### src/hw/rtl/rme_pkg.sv
// shared types, constants and helper functions for the euler angle block
`timescale 1ns / 1ps
package rme_pkg;

   localparam int CORDIC_STAGES_DEF = 16;
   localparam int TAB_LEN = 24;
   localparam int ISQRT_STEPS = 16;
   localparam int SQ_W = 31;
   localparam int VEC_W = 34;
   localparam int Z_W = 27;
   localparam int ANG_W = 19;

   localparam logic signed [Z_W-1:0] QUARTER_TURN = 27'sd4194304;
   localparam logic [SQ_W-1:0] ONE_SQUARED = 31'd268435456;
   localparam logic signed [15:0] ONE_Q14 = 16'sd16384;
   localparam logic signed [ANG_W-1:0] HALF_TURN = 19'sd32768;

   typedef struct packed {
      logic zero;
      logic signed [VEC_W-1:0] x;
      logic signed [VEC_W-1:0] y;
      logic signed [Z_W-1:0] z;
   } vec_type;

   typedef struct packed {
      logic lock;
      logic beta_pi;
      logic signed [16:0] m33;
      logic signed [16:0] ay;
      logic signed [16:0] ax;
      logic signed [16:0] gy;
      logic signed [16:0] gx;
   } side_type;

   typedef struct packed {
      logic lock;
      logic beta_pi;
      vec_type alpha;
      vec_type beta;
      vec_type gamma;
   } trio_type;

   // arctan(2^-i) with 2^24 per turn
   function automatic logic signed [Z_W-1:0] atan_fine(input logic [4:0] idx);
      logic signed [Z_W-1:0] r;
      begin
         case (idx)
            5'd0: r = 27'sd2097152;
            5'd1: r = 27'sd1238021;
            5'd2: r = 27'sd654136;
            5'd3: r = 27'sd332050;
            5'd4: r = 27'sd166669;
            5'd5: r = 27'sd83416;
            5'd6: r = 27'sd41718;
            5'd7: r = 27'sd20860;
            5'd8: r = 27'sd10430;
            5'd9: r = 27'sd5215;
            5'd10: r = 27'sd2608;
            5'd11: r = 27'sd1304;
            5'd12: r = 27'sd652;
            5'd13: r = 27'sd326;
            5'd14: r = 27'sd163;
            5'd15: r = 27'sd81;
            5'd16: r = 27'sd41;
            5'd17: r = 27'sd20;
            5'd18: r = 27'sd10;
            5'd19: r = 27'sd5;
            5'd20: r = 27'sd3;
            5'd21: r = 27'sd1;
            5'd22: r = 27'sd1;
            default: r = '0;
         endcase
         return r;
      end
   endfunction

   // scale and turn a left half plane vector into the right half plane
   function automatic vec_type vec_init(input logic signed [16:0] y,
                                        input logic signed [16:0] x);
      vec_type v;
      logic signed [VEC_W-1:0] xs;
      logic signed [VEC_W-1:0] ys;
      begin
         xs = VEC_W'(x) <<< 14;
         ys = VEC_W'(y) <<< 14;
         v.zero = (x == 17'sd0) && (y == 17'sd0);
         if (x < 17'sd0) begin
            if (y >= 17'sd0) begin
               v.z = QUARTER_TURN;
               v.x = ys;
               v.y = -xs;
            end else begin
               v.z = -QUARTER_TURN;
               v.x = -ys;
               v.y = xs;
            end
         end else begin
            v.z = '0;
            v.x = xs;
            v.y = ys;
         end
         return v;
      end
   endfunction

   // round the fine angle to 65536 per turn
   function automatic logic signed [ANG_W-1:0] round_angle(input vec_type v);
      logic signed [Z_W-1:0] t;
      begin
         t = (v.z + 27'sd128) >>> 8;
         return v.zero ? '0 : t[ANG_W-1:0];
      end
   endfunction

   function automatic logic signed [ANG_W-1:0] snap_angle(input logic signed [ANG_W-1:0] a,
                                                          input logic [7:0] thr);
      logic [ANG_W:0] mag;
      begin
         mag = a[ANG_W-1] ? -{a[ANG_W-1], a} : {a[ANG_W-1], a};
         return (mag < {12'd0, thr}) ? '0 : a;
      end
   endfunction

endpackage

### src/hw/rtl/rme_cordic_stage.sv
// one vectoring cordic iteration on all three angle paths, registered
`timescale 1ns / 1ps
module rme_cordic_stage #(
   parameter int IDX = 0
) (
   input  logic clock,
   input  logic reset,
   input  logic adv,
   input  logic in_valid,
   input  rme_pkg::trio_type in_data,
   output logic out_valid,
   output rme_pkg::trio_type out_data
);
   localparam logic signed [rme_pkg::Z_W-1:0] ANG = rme_pkg::atan_fine(5'(IDX));

   logic valid_ff;
   rme_pkg::trio_type data_ff, data_in;

   function automatic rme_pkg::vec_type rotate(input rme_pkg::vec_type v);
      rme_pkg::vec_type r;
      logic signed [rme_pkg::VEC_W-1:0] dx, dy;
      begin
         dx = v.y >>> IDX;
         dy = v.x >>> IDX;
         r.zero = v.zero;
         if (!v.y[rme_pkg::VEC_W-1]) begin
            r.x = v.x + dx;
            r.y = v.y - dy;
            r.z = v.z + ANG;
         end else begin
            r.x = v.x - dx;
            r.y = v.y + dy;
            r.z = v.z - ANG;
         end
         return r;
      end
   endfunction

   always_comb begin
      data_in.lock = in_data.lock;
      data_in.beta_pi = in_data.beta_pi;
      data_in.alpha = rotate(in_data.alpha);
      data_in.beta = rotate(in_data.beta);
      data_in.gamma = rotate(in_data.gamma);
   end

   always_ff @(posedge clock) begin
      if (reset) begin
         valid_ff <= 1'b0;
      end else if (adv) begin
         valid_ff <= in_valid;
      end
   end

   always_ff @(posedge clock) begin
      if (adv) begin
         data_ff <= data_in;
      end
   end

   assign out_valid = valid_ff;
   assign out_data = data_ff;
endmodule

### config.mk
export PLATFORM = sky130hd
export DESIGN_NAME = rme_cordic_stage
export DESIGN_NICKNAME = d
export VERILOG_FILES = /design/src/hw/rtl/rme_pkg.sv /design/src/hw/rtl/rme_cordic_stage.sv
export SDC_FILE = /design/constraint.sdc
export NUM_CORES = 1
export LEC_CHECK = 0
export BUFFER_PORTS_ARGS = -buffer_cell sky130_fd_sc_hd__buf_2
export CORE_MARGIN = 10
export CORE_UTILIZATION = 40
export DETAILED_ROUTE_END_ITERATION = 16
export HOLD_SLACK_MARGIN = 0.12
export PLACE_DENSITY = 0.71
export SLEW_MARGIN = 5
export SYNTH_ARGS = -nofsm -noshare
export SYNTH_HDL_FRONTEND = slang
export SYNTH_SLANG_ARGS = --single-unit
### constraint.sdc
create_clock -name clock -period 6 [get_ports clock]
set_input_delay 0.6 -clock clock [delete_from_list [all_inputs] [get_ports clock]]
set_output_delay 0.6 -clock clock [all_outputs]
set_load 0.1 [all_outputs]
==> impl_metrics.json <==
{
  "wl_per_cell_um": 21.95,
  "path_clk_slew_ns": 0.06,
  "die_w_um": 277.5,
  "finalHoldViolCount": 0,
  "drc_errors": 0,
  "r2r_start": "out_valid",
  "num_vias": 25120,
  "setup_tns_ns": 0,
  "grt_pass1_wl_um": 145100,
  "cts_hold_buf": 0,
  "die_area_um2": 77030,
  "syn_area_per_cell_um2": 8.829,
  "cts_tree": "built",
  "gp_congestion": 1.013,
  "cts_max_level": 2,
  "synth_edf_count": 287,
  "clock_path_buffers": 3,
  "fp-row-count": 94,
  "end_kind": "register",
  "antenna_found_initial": 23,
  "worstHoldStart": "reset",
  "max_freq_ghz": 0.2647,
  "synthesis.area_um2": 26530,
  "area_growth_pct": 17.81,
  "critPathMaxFanout": 5,
  "io_buffers": 584,
  "post-dp-hpwl_um": 78780,
  "synthArstFlopShare_pct": 0,
  "synth_ff_type": "edfxtp_1",
  "nets": 4124,
  "cts_setup_buffers": 0,
  "initial_core_util_pct": 40.36,
  "cts_sinks": 288,
  "slew_headroom_pct": 21.01,
  "ant_nets": 0,
  "synth_cell_types": 98,
  "drv_cap": 0,
  "ctsResizeCount": 0,
  "power_density_nw_per_um2": 305.7,
  "placed_cell_area_um2": 30070,
  "cts_buffers": 36,
  "drt-total-wl_um": 96830,
  "ys_ff_latch": 288,
  "rsz0062_at_grt": "no",
  "io_pins": 585,
  "required_ns": 6.29,
  "fin_area_um2": 31260,
  "finalSetupViolCount": 0,
  "drtIter0Drc": 2640,
  "status": "complete, no violations",
  "start_kind": "input pin",
  "fin_worst_skew_ns": 0,
  "clkLatencyLatePin_ns": 0.56,
  "fin_crit_sh_pct": 62.96,
  "synthCells": 3005,
  "final_util_pct": 47.54,
  "layout_min_cycle_time_ns": 3.778,
  "synth_nets": 3623,
  "critPathLaunch": "in_data[27]",
  "hold_path.class": "input pin to register",
  "via_per_inst": 5.696,
  "grt_start_max_net_pins": 108,
  "yosysSeqAreaShare_pct": 32.56,
  "overflow": 0,
  "p_leak_nw": 13.97,
  "die_h_um": 277.5,
  "max-vdd-ir-drop_mv": 0.2436,
  "grt_pass1_vias": 24370,
  "worst_pin_slew_ns": 1.178,
  "crit_type": "input pin to register",
  "globalRouteTotalUtil_pct": 23.65,
  "core_region_area_um2": 65750,
  "drtPass1Iterations": 6,
  "arrival_ns": 4.07,
  "slew_violations": 0,
  "ys_warn_count": 0,
  "drive_above_1_share_pct": 19.69,
  "root_buffer": "clkbuf_16"
}
## sequential cells by signal (all words and copies together) (netlist names)
| signal | count |
|---|---|
| out_data | 287 |
| out_valid | 1 |
## layer usage
metal	vias up	routed length, um	global-route usage (%)
li1	11740	-	-
met2	1264	45390	39.22
met5	-	68	0
met1	11920	39120	29.37
met4	10	2811	7.458
met3	185	9441	6.506
## layout make-up
type                    instances  area, um^2
diodes                         17       42.54
clock inverters                20       201.4
clock buffers                  42       944.7
inverters                     327        1227
multi-input cells            2258       16090
well taps                     864        1081
flip-flops and latches        288        8638
fillers                      6421       34490
repair buffers                595        3028
## cells by family after synthesis
logic type | count (synthesis) | synth area share, %
AOI/OAI and AO/OA | 987 | 23.65
and+or+nand+nor | 675 | 12.10
buffers and inverters | 459 | 6.781
adders and majority gates | 324 | 15.62
DFF | 288 | 32.56
xor gates and xnor gates | 207 | 6.833
muxes | 65 | 2.457
## cell usage after synthesis, drive strengths merged (54+ instances only)
cell type	n	area, um^2
nand2	156	585.6
inv	318	1194
xnor2	182	1594
mux2i	64	640.6
ha	312	3904
buf	59	297.8
o21bai	78	585.6
o21ai	211	1064
clkbuf	73	274.0
a21oi	358	1799
nor2	231	867.1
edfxtp	287	8618
a21o	54	405.4
## report_power, final
part           leakage, nW  total, mW  switching (mW)  internal, mW
clock                0.555       2.16           0.902          1.26
combinational         10.6       4.68            3.69         0.995
sequential            2.82       2.71          0.0939          2.62
total                 14.0       9.55            4.68          4.87
## through the flow
step                power [mW]  hold WS [ns]  setup WS, ns  instances
floorplan                6.363        0.6724         2.761       3005
global placement         7.382        0.4756         1.942       4332
detailed placement       7.392        0.4971         1.854       4332
CTS                      9.596        0.1595         2.421       4394
global route             9.942        0.1791         2.165       4404
finish                   9.554        0.1875         2.222       4411
## final timing paths
check	cells past startpoint	slack [ns]	to
setup / recovery	11	2.22	out_data[53]
hold / removal	2	0.19	out_valid
setup reg to reg	2	5.41	out_valid
hold reg to reg	2	0.50	out_valid
## critical path, cell delays in order
cell,delay [ns]
buf_2,0.12
ha_1,0.23
fa_1,0.42
nor2b_1,0.17
o311ai_1,0.38
a221oi_1,0.17
a211oi_1,0.96
nand4_1,0.35
a41o_1,0.35
a21oi_1,0.22
xnor2_1,0.09
## cell usage in the layout, fill, tap and decap left out, drive strengths merged, types with 9 or more instances in the layout
cell	count
a2111oi	14
a211oi	34
a21boi	9
a21o	54
a21oi	358
a221oi	12
a31o	12
a31oi	19
and2	12
and3	11
buf	595
clkbuf	42
clkinv	20
diode	17
edfxtp	287
fa	12
ha	312
inv	321
mux2i	64
nand2	156
nand2b	30
nand3	49
nand3b	10
nand4	25
nor2	231
nor2b	39
nor3	53
nor4	16
o211ai	22
o21a	30
o21ai	211
o21bai	78
o22ai	9
o31a	17
o31ai	27
or3	11
or4	10
xnor2	182
xor2	25
(Power assumes the default switching activity.)
