===== src/hw/rtl/rme_pkg.sv =====
// shared types, constants and helper functions for the euler angle block
`timescale 1ns / 1ps
package rme_pkg;

   localparam int CORDIC_STAGES_DEF = 16;
   localparam int TAB_LEN = 24;
   localparam int ISQRT_STEPS = 16;
   localparam int SQ_W = 31;
   localparam int VEC_W = 34;
   localparam int Z_W = 27;
   localparam int ANG_W = 19;

   localparam logic signed [Z_W-1:0] QUARTER_TURN = 27'sd4194304;
   localparam logic [SQ_W-1:0] ONE_SQUARED = 31'd268435456;
   localparam logic signed [15:0] ONE_Q14 = 16'sd16384;
   localparam logic signed [ANG_W-1:0] HALF_TURN = 19'sd32768;

   typedef struct packed {
      logic zero;
      logic signed [VEC_W-1:0] x;
      logic signed [VEC_W-1:0] y;
      logic signed [Z_W-1:0] z;
   } vec_type;

   typedef struct packed {
      logic lock;
      logic beta_pi;
      logic signed [16:0] m33;
      logic signed [16:0] ay;
      logic signed [16:0] ax;
      logic signed [16:0] gy;
      logic signed [16:0] gx;
   } side_type;

   typedef struct packed {
      logic lock;
      logic beta_pi;
      vec_type alpha;
      vec_type beta;
      vec_type gamma;
   } trio_type;

   // arctan(2^-i) with 2^24 per turn
   function automatic logic signed [Z_W-1:0] atan_fine(input logic [4:0] idx);
      logic signed [Z_W-1:0] r;
      begin
         case (idx)
            5'd0: r = 27'sd2097152;
            5'd1: r = 27'sd1238021;
            5'd2: r = 27'sd654136;
            5'd3: r = 27'sd332050;
            5'd4: r = 27'sd166669;
            5'd5: r = 27'sd83416;
            5'd6: r = 27'sd41718;
            5'd7: r = 27'sd20860;
            5'd8: r = 27'sd10430;
            5'd9: r = 27'sd5215;
            5'd10: r = 27'sd2608;
            5'd11: r = 27'sd1304;
            5'd12: r = 27'sd652;
            5'd13: r = 27'sd326;
            5'd14: r = 27'sd163;
            5'd15: r = 27'sd81;
            5'd16: r = 27'sd41;
            5'd17: r = 27'sd20;
            5'd18: r = 27'sd10;
            5'd19: r = 27'sd5;
            5'd20: r = 27'sd3;
            5'd21: r = 27'sd1;
            5'd22: r = 27'sd1;
            default: r = '0;
         endcase
         return r;
      end
   endfunction

   // scale and turn a left half plane vector into the right half plane
   function automatic vec_type vec_init(input logic signed [16:0] y,
                                        input logic signed [16:0] x);
      vec_type v;
      logic signed [VEC_W-1:0] xs;
      logic signed [VEC_W-1:0] ys;
      begin
         xs = VEC_W'(x) <<< 14;
         ys = VEC_W'(y) <<< 14;
         v.zero = (x == 17'sd0) && (y == 17'sd0);
         if (x < 17'sd0) begin
            if (y >= 17'sd0) begin
               v.z = QUARTER_TURN;
               v.x = ys;
               v.y = -xs;
            end else begin
               v.z = -QUARTER_TURN;
               v.x = -ys;
               v.y = xs;
            end
         end else begin
            v.z = '0;
            v.x = xs;
            v.y = ys;
         end
         return v;
      end
   endfunction

   // round the fine angle to 65536 per turn
   function automatic logic signed [ANG_W-1:0] round_angle(input vec_type v);
      logic signed [Z_W-1:0] t;
      begin
         t = (v.z + 27'sd128) >>> 8;
         return v.zero ? '0 : t[ANG_W-1:0];
      end
   endfunction

   function automatic logic signed [ANG_W-1:0] snap_angle(input logic signed [ANG_W-1:0] a,
                                                          input logic [7:0] thr);
      logic [ANG_W:0] mag;
      begin
         mag = a[ANG_W-1] ? -{a[ANG_W-1], a} : {a[ANG_W-1], a};
         return (mag < {12'd0, thr}) ? '0 : a;
      end
   endfunction

endpackage


===== src/hw/rtl/rme_isqrt_stage.sv =====
// one restoring step of the integer square root, registered
`timescale 1ns / 1ps
module rme_isqrt_stage #(
   parameter int STEP = 0
) (
   input  logic clock,
   input  logic reset,
   input  logic adv,
   input  logic in_valid,
   input  logic [rme_pkg::SQ_W-1:0] in_rem,
   input  logic [rme_pkg::SQ_W-1:0] in_root,
   input  rme_pkg::side_type in_side,
   output logic out_valid,
   output logic [rme_pkg::SQ_W-1:0] out_rem,
   output logic [rme_pkg::SQ_W-1:0] out_root,
   output rme_pkg::side_type out_side
);
   localparam int SH = rme_pkg::SQ_W - 1 - 2 * STEP;
   localparam logic [rme_pkg::SQ_W-1:0] BIT = rme_pkg::SQ_W'(1) << SH;

   logic valid_ff;
   logic [rme_pkg::SQ_W-1:0] rem_ff, rem_in, root_ff, root_in;
   rme_pkg::side_type side_ff;
   logic [rme_pkg::SQ_W:0] trial;

   always_comb begin
      trial = {1'b0, in_root} + {1'b0, BIT};
      if ({1'b0, in_rem} >= trial) begin
         rem_in = in_rem - trial[rme_pkg::SQ_W-1:0];
         root_in = (in_root >> 1) + BIT;
      end else begin
         rem_in = in_rem;
         root_in = in_root >> 1;
      end
   end

   always_ff @(posedge clock) begin
      if (reset) begin
         valid_ff <= 1'b0;
      end else if (adv) begin
         valid_ff <= in_valid;
      end
   end

   always_ff @(posedge clock) begin
      if (adv) begin
         rem_ff <= rem_in;
         root_ff <= root_in;
         side_ff <= in_side;
      end
   end

   assign out_valid = valid_ff;
   assign out_rem = rem_ff;
   assign out_root = root_ff;
   assign out_side = side_ff;
endmodule


===== config.mk =====
export PLATFORM = sky130hd
export DESIGN_NAME = rme_isqrt_stage
export DESIGN_NICKNAME = d
export VERILOG_FILES = /design/src/hw/rtl/rme_pkg.sv /design/src/hw/rtl/rme_isqrt_stage.sv
export SDC_FILE = /design/constraint.sdc
export NUM_CORES = 1
export LEC_CHECK = 0
export ABC_AREA = 1
export BUFFER_PORTS_ARGS = -buffer_cell sky130_fd_sc_hd__buf_2
export CORE_ASPECT_RATIO = 0.8
export CORE_UTILIZATION = 40
export DETAILED_ROUTE_END_ITERATION = 7
export HOLD_SLACK_MARGIN = 0.15
export PLACE_DENSITY = 0.65
export SYNTH_ARGS = -nofsm -noshare
export SYNTH_HDL_FRONTEND = slang
export SYNTH_SLANG_ARGS = --single-unit

===== constraint.sdc =====
create_clock -name clock -period 5.7 [get_ports clock]
set_input_delay 0.57 -clock clock [delete_from_list [all_inputs] [get_ports clock]]
set_output_delay 0.57 -clock clock [all_outputs]
set_load 0.02 [all_outputs]

==> out/qor.txt <==
Req. time, crit path -> 5.87 ns
Setup TNS -> 0 ns
Leak pwr -> 5.09 nW
Synth-to-layout area growth -> 32.2%
Initial core utilization -> 40.9%
First-pass GRT wire length -> 29,700 um
Area of the core -> 18,200 um2
Area leader, netlist -> edfxtp_1
Status -> completed
Peak supply drop -> 165 uV
Finished Layout Cells -> 1,343
Yosys reg bits -> 150
Die Ht -> 124 um
Setup violators final -> 0
Crit. End Element -> register
Netlist cell types -> 31
Hold WC Path Type -> in -> reg
Post-CTS setup buffer count -> 0
Vias in the first global route -> 5,765
WP data arrival -> 2.87 ns
Critical path type -> in -> reg
Die X-Extent -> 154 um
Drt wl/cell -> 14.6 um
WL final -> 19,600 um
# IOs -> 303
Clock sink count -> 150
Most common cell in the netlist -> nand2_1
Slew Limit Fails -> 0
Clk_lat worst skew -> 0.42 ns
Maximum level of the CTS H-tree -> 4
Post_cts resized -> 0
Residual DRC -> 0
Final ANT Viol Nets -> 0
CTS max path bufs -> 2
Synthesized cell area -> 7440 um2
Hpwl dp -> 15,200 um
Final net count -> 1,286
Synth async-reset ratio -> 0%
Buffers added on ports -> 302
Synth Instances -> 784
Fraction of layout instances using a drive strength above 1 -> 31.3%
Gp weighted congestion -> 0.874
Cells after DPL -> 1,311
1st-iter DRT viols -> 408
Via/cell ratio -> 4.51
Post-synthesis sequential area ratio -> 60.4%
Hold Fails Final Rpt -> 0
Slew at the pin closest to its max-slew limit -> 0.901 ns
Die area -> 19,100 um2
CTS clk-pin slew, worst paths -> 0.07 ns
Setup Skew -> 0 ns
Num rows -> 44
TritonCTS clock tree -> done
Avg Inst Size Synth -> 9.49 um2
Storage element area -> 4490 um2
Antenna Cells -> 0
DR vias -> 6,059
Initial antenna violation count -> 1
Slew HR -> 40.0%
Final Critical Period -> 2.70 ns
Synth cell count leaders -> 292 x nand2_1, 153 x inv_1, 149 x edfxtp_1
Crit path launch type -> primary input
Max-Cap Viols -> 0
F_max -> 0.370 GHz
RSZ-0062 raised after global routing -> no
Fillers -> 1,744
Synth top area cells -> edfxtp_1 60%, nand2_1 15%, inv_1 7.7%, ha_1 5.4%, nand3_1 3.0%
CTS Root Cell -> clkbuf_16
Post-synth top area share -> 60.2%
Crit path max fanout -> 35
Largest net degree at the start of global routing -> 98
Post-Syn Nets -> 970
Number of flops mapped to enable cells by yosys -> 149
Most common flop cell mapped by yosys -> edfxtp_1
Hold_buf cts -> 0
Ys Warns -> 0
Drt pass-1 iters -> 5
Pwr/cell area -> 313 nW/um2
Final Core Density -> 54.1%
All-Layer GR Usage -> 20.5%
Period utilization -> 47.4%
CTS buffer count -> 17
Multi-input gate area -> 2310 um2
Grt ovf -> 0
==> layout by cell type (no fill, tap or decap), types with 2 or more instances in the layout <==
master / count
a21oi_1: 15
nand3_1: 44
clkinv_8: 6
nor3_1: 2
clkinv_4: 2
inv_1: 153
edfxtp_1: 149
nor2_1: 42
ha_1: 32
xor2_1: 14
nand3b_1: 2
nor2_4: 2
inv_2: 4
buf_2: 301
nand4_1: 6
and2_1: 2
nand2_2: 2
inv_8: 5
clkbuf_16: 17
o21bai_1: 3
nand2_1: 292
o21ai_0: 2
==> area by class of cell <==
| type | instances | share of cell area, % |
|---|---|---|
| sequential | 150 | 45.7 |
| clock inverter | 15 | 2.00 |
| tap | 230 | 2.93 |
| inverter | 157 | 5.99 |
| clock buffer | 17 | 4.33 |
| multi-input combinational | 471 | 23.5 |
| timing repair buffer | 303 | 15.5 |
==> state kept, by name, summed over array words and instances (netlist names) <==
signal,flops
out_valid,1
out_root,31
out_side,87
out_rem,31
==> kinds of logic after synthesis <==
family / Yosys count / synth area share [%]
adder cells (fa/ha/maj): 33 / 5.65
flip-flops: 150 / 60.4
buffers and inverters: 163 / 8.49
multiplexers: 1 / 0.135
XOR/XNOR: 14 / 1.65
AO/OA/AOI/OAI: 23 / 1.73
AND/OR/NAND/NOR: 400 / 21.9
==> path summary, 6_finish.rpt <==
kind,start,to,slack [ns],cells after the start
worst min-delay path,reset,out_valid$_SDFFE_PP0P_,0.30,2
worst min register to register,out_valid$_SDFFE_PP0P_,out_valid$_SDFFE_PP0P_,0.52,2
worst max register to register,out_valid$_SDFFE_PP0P_,out_valid$_SDFFE_PP0P_,5.11,2
worst max-delay path,in_rem[0],out_rem[14]$_DFFE_PP_,3.00,16
==> where the power goes <==
group | switching, mW | total, mW | leakage [nW] | internal (mW)
sequential | 0.0226 | 1.35 | 1.47 | 1.32
combinational | 0.391 | 0.585 | 3.32 | 0.193
clock | 0.539 | 1.14 | 0.301 | 0.602
==> per-layer routing <==
metal	vias up	share of wire, %	track usage, %
met3	11	7.5	6.19
met2	200	46	33.2
met5	-	0.066	0
met1	2729	46	27.3
li1	3117	-	-
met4	2	0.45	4.39
==> per-stage QoR <==
step                hold WS, ns  instance area (um2)  power, mW  setup slack, ns
floorplan                 0.579                 7440       1.73             3.26
global placement          0.471                 9210       1.95             2.66
detailed placement        0.508                 9210       1.96             2.56
CTS                       0.274                 9830       3.11             3.01
global route              0.276                 9830       3.22             2.78
finish                    0.299                 9830       3.07             3.00
==> critical path, cell delays in order <==
cell	delay, ns
buf_2	0.07
inv_1	0.04
ha_1	0.22
fa_1	0.38
inv_1	0.13
nand2_1	0.08
nand2_1	0.08
nand3_1	0.06
nand2_1	0.12
nand2_1	0.08
nand3_1	0.08
nand2_2	0.06
nand2_4	0.32
inv_2	0.34
nand2_1	0.14
nand2_1	0.06
(Power assumes the default switching activity.)
